### config.mk
export PLATFORM = sky130hd
export DESIGN_NAME = ascending_sort_engine
export DESIGN_NICKNAME = d
export VERILOG_FILES = /design/src/hdl/ase_pkg.sv /design/src/hdl/ase_front.sv /design/src/hdl/ase_queue.sv /design/src/hdl/ase_back.sv /design/src/hdl/ascending_sort_engine.sv
export SDC_FILE = /design/constraint.sdc
export NUM_CORES = 2
export LEC_CHECK = 0
export BUFFER_PORTS_ARGS = -buffer_cell sky130_fd_sc_hd__buf_2
export CAP_MARGIN = 20
export CELL_PAD_IN_SITES_DETAIL_PLACEMENT = 0
export CELL_PAD_IN_SITES_GLOBAL_PLACEMENT = 1
export CORE_ASPECT_RATIO = 0.6
export CORE_MARGIN = 8
export CORE_UTILIZATION = 60
export CTS_BUF_LIST = sky130_fd_sc_hd__clkbuf_8
export CTS_CLUSTER_DIAMETER = 50
export CTS_CLUSTER_SIZE = 40
export DETAILED_ROUTE_END_ITERATION = 8
export PLACE_DENSITY = 0.86
export SLEW_MARGIN = 20
export SYNTH_ARGS = -nofsm -noshare
export SYNTH_HDL_FRONTEND = slang
export SYNTH_SLANG_ARGS = --single-unit
### constraint.sdc
create_clock -name clk -period 11.22 [get_ports clk]
set_input_delay 0.561 -clock clk [delete_from_list [all_inputs] [get_ports clk]]
set_output_delay 0.561 -clock clk [all_outputs]
set_load 0.01 [all_outputs]
### src/hdl/ase_pkg.sv
package ase_pkg;

  localparam int unsigned QDEPTH = 4;
  localparam int unsigned QAW = $clog2(QDEPTH);

  typedef struct packed {
    logic signed [31:0] value;
    logic               last;
  } in_item_t;

  typedef struct packed {
    logic signed [31:0] value_res;
    logic               last_res;
    logic               overflow;
  } out_item_t;

  typedef struct packed {
    in_item_t item;
    logic     keep;
  } q_entry_t;

  typedef enum logic [7:0] {
    S_LOAD      = 8'b0000_0001,
    S_SORT_I    = 8'b0000_0010,
    S_SORT_HEAD = 8'b0000_0100,
    S_SCAN      = 8'b0000_1000,
    S_SORT_TAIL = 8'b0001_0000,
    S_EMIT_RD   = 8'b0010_0000,
    S_EMIT_LD   = 8'b0100_0000,
    S_EMIT_WAIT = 8'b1000_0000
  } back_state_t;

endpackage

### src/hdl/ase_front.sv
module ase_front #(
  parameter int unsigned DEPTH = 32
) (
  input  logic              clk,
  input  logic              rst,
  input  logic              item_valid,
  output logic              item_ready,
  input  ase_pkg::in_item_t item,
  input  logic              q_full,
  output logic              push,
  output ase_pkg::q_entry_t push_entry
);
  import ase_pkg::*;

  localparam int unsigned CW = $clog2(DEPTH + 1);

  logic [CW-1:0] count;
  logic          keep;

  assign keep             = count < CW'(DEPTH);
  assign item_ready       = !q_full;
  assign push             = item_valid && item_ready;
  assign push_entry.item  = item;
  assign push_entry.keep  = keep;

  always_ff @(posedge clk) begin
    if (rst) begin
      count <= '0;
    end else if (push) begin
      if (item.last) begin
        count <= '0;
      end else if (keep) begin
        count <= count + CW'(1);
      end
    end
  end

endmodule

### src/hdl/ase_queue.sv
module ase_queue (
  input  logic              clk,
  input  logic              rst,
  input  logic              push,
  input  ase_pkg::q_entry_t push_entry,
  output logic              full,
  input  logic              pop,
  output logic              q_valid,
  output ase_pkg::q_entry_t pop_entry
);
  import ase_pkg::*;

  q_entry_t         entries [QDEPTH];
  logic [QAW-1:0]   wr_ptr;
  logic [QAW-1:0]   rd_ptr;
  logic [QAW:0]     fill;

  assign full      = fill == (QAW + 1)'(QDEPTH);
  assign q_valid   = fill != '0;
  assign pop_entry = entries[rd_ptr];

  always_ff @(posedge clk) begin
    if (push) begin
      entries[wr_ptr] <= push_entry;
    end
  end

  always_ff @(posedge clk) begin
    if (rst) begin
      wr_ptr <= '0;
      rd_ptr <= '0;
      fill   <= '0;
    end else begin
      if (push) begin
        wr_ptr <= wr_ptr + QAW'(1);
      end
      if (pop) begin
        rd_ptr <= rd_ptr + QAW'(1);
      end
      if (push && !pop) begin
        fill <= fill + (QAW + 1)'(1);
      end else if (pop && !push) begin
        fill <= fill - (QAW + 1)'(1);
      end
    end
  end

endmodule

### src/hdl/ase_back.sv
module ase_back #(
  parameter int unsigned DEPTH = 32
) (
  input  logic               clk,
  input  logic               rst,
  input  logic               q_valid,
  input  ase_pkg::q_entry_t  pop_entry,
  output logic               pop,
  output logic               result_valid,
  input  logic               result_ready,
  output ase_pkg::out_item_t result
);
  import ase_pkg::*;

  localparam int unsigned CW = $clog2(DEPTH + 1);
  localparam int unsigned AW = $clog2(DEPTH);

  logic signed [31:0] mem [DEPTH];
  logic signed [31:0] rdata;

  back_state_t        state;
  logic [CW-1:0]      count;
  logic [CW-1:0]      n;
  logic               dropped;
  logic [AW-1:0]      i;
  logic [CW-1:0]      j;
  logic [AW-1:0]      jr;
  logic [CW-1:0]      k;
  logic signed [31:0] cur;

  logic               we;
  logic [AW-1:0]      wa;
  logic signed [31:0] wd;
  logic [AW-1:0]      ra;
  logic [CW-1:0]      count_next;
  logic               less;

  assign pop        = (state == S_LOAD) && q_valid;
  assign count_next = count + CW'(pop_entry.keep);
  assign less       = rdata < cur;

  always_comb begin
    we = 1'b0;
    wa = jr;
    wd = cur;
    ra = j[AW-1:0];
    unique case (state)
      S_LOAD: begin
        if (pop && pop_entry.keep) begin
          we = 1'b1;
          wa = count[AW-1:0];
          wd = pop_entry.item.value;
        end
      end
      S_SORT_I:    ra = i;
      S_SORT_HEAD: ra = j[AW-1:0];
      S_SCAN: begin
        we = less;
        wa = jr;
        wd = cur;
        ra = j[AW-1:0];
      end
      S_SORT_TAIL: begin
        we = 1'b1;
        wa = i;
        wd = cur;
      end
      S_EMIT_RD:   ra = k[AW-1:0];
      S_EMIT_LD:   ra = k[AW-1:0];
      S_EMIT_WAIT: ra = k[AW-1:0];
      default:     ra = j[AW-1:0];
    endcase
  end

  always_ff @(posedge clk) begin
    if (we) begin
      mem[wa] <= wd;
    end
    rdata <= mem[ra];
  end

  always_ff @(posedge clk) begin
    if (rst) begin
      state        <= S_LOAD;
      count        <= '0;
      dropped      <= 1'b0;
      result_valid <= 1'b0;
    end else begin
      unique case (state)
        S_LOAD: begin
          if (pop) begin
            dropped <= dropped | !pop_entry.keep;
            if (pop_entry.item.last) begin
              n     <= count_next;
              count <= '0;
              i     <= '0;
              k     <= '0;
              if (count_next >= CW'(2)) begin
                state <= S_SORT_I;
              end else begin
                state <= S_EMIT_RD;
              end
            end else begin
              count <= count_next;
            end
          end
        end
        S_SORT_I: begin
          j     <= CW'(i) + CW'(1);
          state <= S_SORT_HEAD;
        end
        S_SORT_HEAD: begin
          cur   <= rdata;
          jr    <= j[AW-1:0];
          j     <= j + CW'(1);
          state <= S_SCAN;
        end
        S_SCAN: begin
          if (less) begin
            cur <= rdata;
          end
          if (j < n) begin
            jr <= j[AW-1:0];
            j  <= j + CW'(1);
          end else begin
            state <= S_SORT_TAIL;
          end
        end
        S_SORT_TAIL: begin
          if (CW'(i) + CW'(2) < n) begin
            i     <= i + AW'(1);
            state <= S_SORT_I;
          end else begin
            k     <= '0;
            state <= S_EMIT_RD;
          end
        end
        S_EMIT_RD: begin
          state <= S_EMIT_LD;
        end
        S_EMIT_LD: begin
          result.value_res <= rdata;
          result.last_res  <= (k + CW'(1)) == n;
          result.overflow  <= dropped;
          result_valid     <= 1'b1;
          state            <= S_EMIT_WAIT;
        end
        S_EMIT_WAIT: begin
          if (result_ready) begin
            result_valid <= 1'b0;
            if ((k + CW'(1)) == n) begin
              dropped <= 1'b0;
              state   <= S_LOAD;
            end else begin
              k     <= k + CW'(1);
              state <= S_EMIT_RD;
            end
          end
        end
        default: begin
          state        <= S_LOAD;
          result_valid <= 1'b0;
        end
      endcase
    end
  end

endmodule

### src/hdl/ascending_sort_engine.sv
// Collects a list of signed 32-bit values, one request per cycle while the
// queue has room, and returns them in ascending order with the final result
// marked last. Requests pass through a four-entry queue into a single store
// of DEPTH entries. Once the list closes, the store is sorted by exchange
// sort with one compare per cycle on its single read and write port; each
// result is then read from the store, registered and held until taken.
// Elements beyond DEPTH are dropped and every result of that list carries
// the overflow flag. New requests are queued while a list is being sorted
// or sent, until the queue fills.
module ascending_sort_engine #(
  parameter int unsigned DEPTH = 32
) (
  input  logic               clk,
  input  logic               rst,
  input  logic               item_valid,
  output logic               item_ready,
  input  ase_pkg::in_item_t  item,
  output logic               result_valid,
  input  logic               result_ready,
  output ase_pkg::out_item_t result
);
  import ase_pkg::*;

  logic     q_full;
  logic     push;
  q_entry_t push_entry;
  logic     pop;
  logic     q_valid;
  q_entry_t pop_entry;

  ase_front #(
    .DEPTH(DEPTH)
  ) u_front (
    .clk        (clk),
    .rst        (rst),
    .item_valid (item_valid),
    .item_ready (item_ready),
    .item       (item),
    .q_full     (q_full),
    .push       (push),
    .push_entry (push_entry)
  );

  ase_queue u_queue (
    .clk        (clk),
    .rst        (rst),
    .push       (push),
    .push_entry (push_entry),
    .full       (q_full),
    .pop        (pop),
    .q_valid    (q_valid),
    .pop_entry  (pop_entry)
  );

  ase_back #(
    .DEPTH(DEPTH)
  ) u_back (
    .clk          (clk),
    .rst          (rst),
    .q_valid      (q_valid),
    .pop_entry    (pop_entry),
    .pop          (pop),
    .result_valid (result_valid),
    .result_ready (result_ready),
    .result       (result)
  );

endmodule

# --- Word-level counts from Yosys, hierarchy flattened ---
# Memories as Yosys holds them, arrays and structs flattened. A register that Yosys moved wholly into a read port is not among the register bits.
# Cells that the tools add are included.
word_totals:
  output_inout_bits: 36
  memories: 2
  elab_cells: 137
  ff_bits: 123
  ramBits: 1160
op_classes:
  n_bitwise: 3
  n_reduce_logical: 31
  n_lt_le_gt_ge: 5
  addsub: 11
  mux: 48
  eq_ne: 20
mem_list:
  columns: ["name", "words", "width", "rd", "rd_ports_with_merged_regs", "wr", "line", "rtl"]
  rows:
  - ["u_back.mem", 32, 32, 1, 1, 1, "ase_back.sv:18", "logic signed [31:0] mem [DEPTH];"]
  - ["u_queue.entries", 4, 34, 1, 1, 1, "ase_queue.sv:13", "q_entry_t entries [QDEPTH];"]
op_table:
  columns: ["cell", "n"]
  rows:
  - ["32-bit two-way mux", 3]
  - ["6-bit two-way mux", 12]
  - ["32-bit case mux with 2 select lines", 1]
  - ["8-bit case mux with 8 select lines", 1]
  - ["5-bit case mux with 2 select lines", 4]
  - ["6-bit case mux with 3 select lines", 2]
  - ["32-bit less-than comparator", 1]
  - ["8-bit two-way mux", 4]
  - ["5-bit two-way mux", 5]
  - ["6-bit by 1-bit adder with 6-bit output (second input constant)", 3]
  - ["6-bit less-than comparator", 2]
  - ["4-bit AND reduction", 3]
  - ["2-bit by 1-bit inequality test with 1-bit output (second input constant)", 5]
  - ["2-bit inequality test (second input constant)", 5]
  - ["2-bit nonzero test", 5]
  - ["1-bit two-way mux", 9]
  - ["3-bit AND reduction", 3]
  - ["3-bit nonzero test", 3]
  - ["8-bit by 1-bit equality test with 1-bit output (second input constant)", 1]
  - ["8-bit by 2-bit equality test with 1-bit output (second input constant)", 1]
  - ["8-bit by 3-bit equality test with 1-bit output (second input constant)", 1]
  - ["8-bit by 4-bit equality test with 1-bit output (second input constant)", 1]
  - ["8-bit by 5-bit equality test with 1-bit output (second input constant)", 1]
  - ["8-bit by 6-bit equality test with 1-bit output (second input constant)", 1]
  - ["26 further kinds", 41]

# --- Depth between registers and ports, before layout ---
logic_depth:
  depth_word: 7
  mapped_depth: 13
  mapped_depth_nobuf: 11

# --- Hierarchy ---
# Synthesis repeated with hierarchy kept, for this count alone.
unflattened:
  hier_cells: 3594
  area_unflattened_um2: 51921.0
modules_own_cells:
  columns: ["module", "cells_per_inst", "area_each_um2", "n_inst", "seq_area_each_um2"]
  rows:
  - ["ase_back", 3302, 45970.3, 1, 34533.1]
  - ["ase_queue", 222, 5385.2, 1, 4264.1]
  - ["ase_front", 70, 565.5, 1, 120.1]

# --- Worst setup path before layout ---
# OpenSTA, ideal clock, no wires.
synth_path:
  path_type: "reg2reg"
  startpoint: "register u_back.state[4]"
  endpoint: "memory u_back.mem[20][0], enable pin"
  n_path_buf: 3
  setup_ps: 461
  arrival_ps: 4767
  stages_incl_launch_ff: 11
  path_slack_ps: 5992
  path_cell_list: "dfxtp_1 > clkbuf_1 > nor2_1 > nand3b_1 > or4b_2 > nor3_1 > clkbuf_1 > nor2_1 > o21a_1 > clkbuf_1 > nor3_1"
synth_via:
  elab_chain_cells: 7
  elab_cells_between_ends: 11
  cone_classes: "eq/ne (3); mux (6); reduce/logical (2)"
synth_lines:
  columns: ["item", "line", "rtl"]
  rows:
  - ["from (decl)", "ase_back.sv:21", "back_state_t state;"]
  - ["from (signal assigned)", "ase_back.sv:84", "state <= S_LOAD;"]
  - ["from (signal assigned)", "ase_back.sv:99", "state <= S_SORT_I;"]
  - ["from (signal assigned)", "ase_back.sv:101", "state <= S_EMIT_RD;"]
  - ["8-bit by 1-bit equality test with 1-bit output", "ase_back.sv:38, ase_back.sv:47", null]
  - ["1-bit logical AND", "ase_back.sv:38", "assign pop = (state == S_LOAD) && q_valid;"]
  - ["1-bit logical AND", "ase_back.sv:49", "if (pop && pop_entry.keep) begin"]
  - ["1-bit two-way mux", "ase_back.sv:49", null]
  - ["1-bit case mux with 3 select lines", "ase_back.sv:47", "unique case (state)"]
  - ["1-bit two-way mux", "ase_back.sv:76", "if (we) begin"]
  - ["1-bit two-way mux (not written as such)", "ase_back.sv:77", "mem[wa] <= wd;"]
  - ["to (decl)", "ase_back.sv:18", null]
# Parallel ways exist; a longest one is shown, timed or not.

# --- Worst setup path in the final report ---
layout_path:
  startpoint: "register u_back.state[7]"
  endpoint: "register u_back.rdata[7], read port of u_back.mem"
layout_via:
  elab_chain_cells: 3
  elab_cells_between_ends: 6
  cone_classes: "eq/ne (4); mux (1); reduce/logical (1)"
layout_lines:
  columns: ["item", "line", "rtl"]
  rows:
  - ["8-bit by 6-bit equality test with 1-bit output, or another cell as far along", "ase_back.sv:47", null]
  - ["3-bit OR reduction (no source line)", null, null]
  - ["5-bit case mux with 2 select lines (*)", "ase_back.sv:47", null]
  - ["to (decl)", "ase_back.sv:19", "logic signed [31:0] rdata;"]
# Mark *: on every way between the ends. The rest lies on a longest branch, timed or not.
# A chain may end at the register's enable or synchronous reset.

==> metrics.md <==
| Metric | Value |
|---|---|
| 1st-iter DRT viols | `a little over 4000` |
| Critical path fanouts, max | `between 150 and 200` |
| FP Rows | `83` |
| Routed Antenna Nets | `0` |
| Core Footprint | `84950 um^2` |
| Synth-to-Final Area Change | `8.789%` |
| CTS resizes | `0` |
| Slew margin rel. | `26.73%` |
| Netlist cell types | `60` |
| Primary FF master, synth | `edfxtp_1` |
| Post-Route WL | `about 130 mm` |
| First-pass GRT wire length | `191.8 mm` |
| Status | `complete, no violations` |
| GRT Residual Overflow | `0` |
| CTS clock-pin slew for the worst setup and hold paths | `between 0.1 and 0.15 ns` |
| Pleak | `between 0.015 and 0.02 uW` |
| Post-detail-place hpwl | `about 75 mm` |
| Hold WC Path Type | `input port to flip-flop` |
| R2R setup slack | `6.14 ns` |
| Final Hold Viols | `0` |
| Clock latency on the worst-skew pair | `0.83 ns` |
| Critical Path Source Type | `flip-flop` |
| Post-synthesis cell area | `around 51000 um^2` |
| Unrepaired setup endpoints after global routing | `false` |
| Clock skew | `~0.074 ns` |
| Setup TNS | `0 ns` |
| Syn Area/Cell | `14.70 um^2` |
| Clk root buf | `clkbuf_8` |
| PortBufs | `72` |
| Layout filler cell count | `just under 6000` |
| Width of the die | `392.9 um` |
| Net count of the finished layout | `roughly 3700` |
| Critical path's slowest cell | `or4_4` |
| Power per cell area | `218.8 nW/um^2` |
| Yosys reg bits | `between 1000 and 1500` |
| Die Height | `between 200 and 250 um` |
| Peak supply drop | `roughly 0.18 mV` |
| Slew at the pin closest to its max-slew limit | `~1.1 ns` |
| CP Cell Sequence | `or4_4 > nor4b_4 > nor2_2 > a221oi_4 > buf_4 > buf_12 > nand2_1 > a32oi_1 > nand4_1 > nor3_1` |
| Setup violators final | `0` |
| Number of max-cap violations | `0` |
| Fin worst setup slack | `between 6 and 7 ns` |
| Syn nets | `3569` |
| CP Class | `flip-flop to flip-flop` |
| Top cell type's share of synthesized area | `between 70% and 80%` |
| Main area contributors after synthesis | `edfxtp_1 (74%), nand2_1 (6.2%), mux2i_1 (2.6%), nand3_1 (2.6%), dfxtp_1 (2.5%)` |
| Crit share post-route | `between 40% and 50%` |
| WP data arrival | `around 5.7 ns` |
| Worst setup EP type | `flip-flop` |
| Die footprint | `95130 um^2` |
| CTS max path bufs | `3` |
| Slowest stage delay, CP | `0.58 ns` |
| Htree depth | `3` |
| Async S/R FF share, synth | `0%` |
| Vias per inst | `~6.4` |
| Fmax | `between 0.15 and 0.2 GHz` |
| Worst Path Required | `around 12 ns` |
| Yosys top cell by area | `edfxtp_1` |
| Drt drc | `0` |
| Io pins | `73` |
| Register area share after synthesis | `76.10%` |
| Hold_buf cts | `34` |
| TritonCTS clock tree | `yes` |
| Vias in the first global route | `approximately 30000` |
| Final min period | `5.082 ns` |
| GRT Util Overall | `between 20% and 30%` |
| Starting Density | `approximately three fifths` |
| # Post-CTS Setup Buffers | `0` |
| Largest net degree at the start of global routing | `between 150 and 200` |
| Placer Congestion | `0.8849` |
| Synth Instances | `between 3000 and 4000` |
| Number of flops mapped to enable cells by yosys | `roughly 1300` |
| Routed vias | `a little over 30000` |
| TritonCTS Buffers | `between 70 and 80` |
| DR pass1 iterations | `6` |
| YS warnings | `0` |
| Worst hold slack | `0.2251 ns` |
| TritonCTS Sinks | `between 1000 and 1500` |
| Place WS | `between 6 and 7 ns` |
| Routed wire per std cell | `approximately 27 um` |
| Layout cells sized above 1 | `about an eighth` |
| Initial antenna violation count | `5` |
| Max-slew violation count | `0` |
stage by stage:
| step | util [%] | std cells | total power [uW] | instance area [um^2] |
|---|---|---|---|---|
| final | 65.49 | 4783 | 12170 | 55630 |
| after global routing | 65.49 | 4782 | 12540 | 55630 |
| after global placement | 62.77 | 4615 | 9442 | 53330 |
| after floorplan | - | 3478 | 8345 | 51140 |
| after detailed placement | 62.80 | 4615 | 9605 | 53350 |
| after CTS | 65.42 | 4779 | 12090 | 55570 |
final timing paths:
path / from / endpoint / cells after the start
min: item_valid / u_queue.wr_ptr[1]$_SDFFE_PP0P_ / 4
min reg2reg: u_back.dropped$_SDFFE_PP0P_ / u_back.result[0]$_DFFE_PP_ / 0
max: u_back.state[7]$_SDFFE_PP0P_ / u_back.rdata[7]$_DFF_P_ / 10
max reg2reg: u_back.state[7]$_SDFFE_PP0P_ / u_back.rdata[7]$_DFF_P_ / 10
placed cells by master, fill, tap and decap left out, types with 5 or more instances in the layout:
master / count
inv_1: 55
and3_1: 11
nor3_2: 45
nand2b_1: 5
xnor2_1: 12
xor2_1: 19
nand4_1: 104
nor2_1: 55
clkinv_4: 8
nand2_1: 837
mux2i_1: 134
a21o_1: 13
a211oi_1: 5
clkinv_8: 6
clkbuf_8: 74
inv_16: 5
and2_1: 6
o21ai_2: 25
a32oi_1: 128
nor3_1: 48
ha_1: 53
clkinv_16: 6
inv_12: 7
mux4_2: 34
o21ai_0: 18
inv_8: 5
dlygate4sd3_1: 34
buf_4: 95
edfxtp_1: 1254
inv_6: 6
o21ai_4: 6
buf_2: 72
bufinv_16: 5
a21oi_1: 26
nand3_1: 268
dfxtp_1: 62
layout make-up:
| type | instances | area [um^2] | area share, % |
|---|---|---|---|
| flip-flops and latches | 1317 | 38920 | 69.96 |
| clock buffers | 74 | 1018 | 1.831 |
| well taps | 1147 | 1435 | 2.580 |
| multi-input cells | 1927 | 11710 | 21.04 |
| repair buffers | 204 | 1474 | 2.649 |
| diodes | 3 | 7.507 | 0.01349 |
| clock inverters | 56 | 865.8 | 1.556 |
| inverters | 55 | 206.4 | 0.3711 |
flip-flops by register name, summed over array words and instances, names as in the netlist, 5 cells and up, named ones only:
register,cells
u_back.i,5
u_queue.entries,136
u_back.result,34
u_back.rdata,32
u_back.j,6
u_back.k,6
u_back.mem,1024
u_back.state,8
u_back.jr,5
u_back.n,6
u_front.count,6
u_back.cur,32
u_back.count,6
layer usage:
metal  vias to the layer above  routed length, um  track usage [%]
met3                       213              18190            8.174
met2                      1833              55480            38.58
li1                      13230                  -                -
met1                     15530              54950            41.40
met4                         0               2767            6.241
met5                         -                  0                0
worst max-delay path, delay by kind of cell, from the launching register on:
family,cells,cell delay [ns]
and+or+nand+nor,6,2.63
buffers and inverters,2,1.08
AOI/OAI and AO/OA,2,0.54
DFF,1,0.39
cells by family (layout without fill, tap and decap cells):
group | count (synthesis) | after routing | synth area share (%)
compound gates | 259 | 259 | 3.854
xor+xnor | 31 | 31 | 0.5309
fa+ha+maj | 54 | 54 | 1.336
buf+inv | 234 | 389 | 1.911
flops | 1317 | 1317 | 76.10
mux | 168 | 168 | 4.120
other cells | 0 | 3 | 0
simple gates | 1415 | 1415 | 12.15
report_power, final:
part	switching (uW)	total, uW	internal, uW
Sequential	189	6830	6640
Clock	1680	2550	867
Combinational	2190	2790	600
Total	4060	12200	8110
cell usage after synthesis (10+ instances only):
library cell     n
edfxtp_1      1254
nand2_1        838
nand3_1        268
mux2i_1        134
a32oi_1        128
clkbuf_1       105
nand4_1        104
nor3_1          93
dfxtp_1         63
nor2_1          60
inv_1           54
ha_1            53
buf_2           49
o21ai_0         49
mux4_2          34
a21oi_1         26
xor2_1          19
buf_1           15
a21o_1          14
xnor2_1         12
and3_1          11
buf_4           10
(Power assumes the default switching activity.)
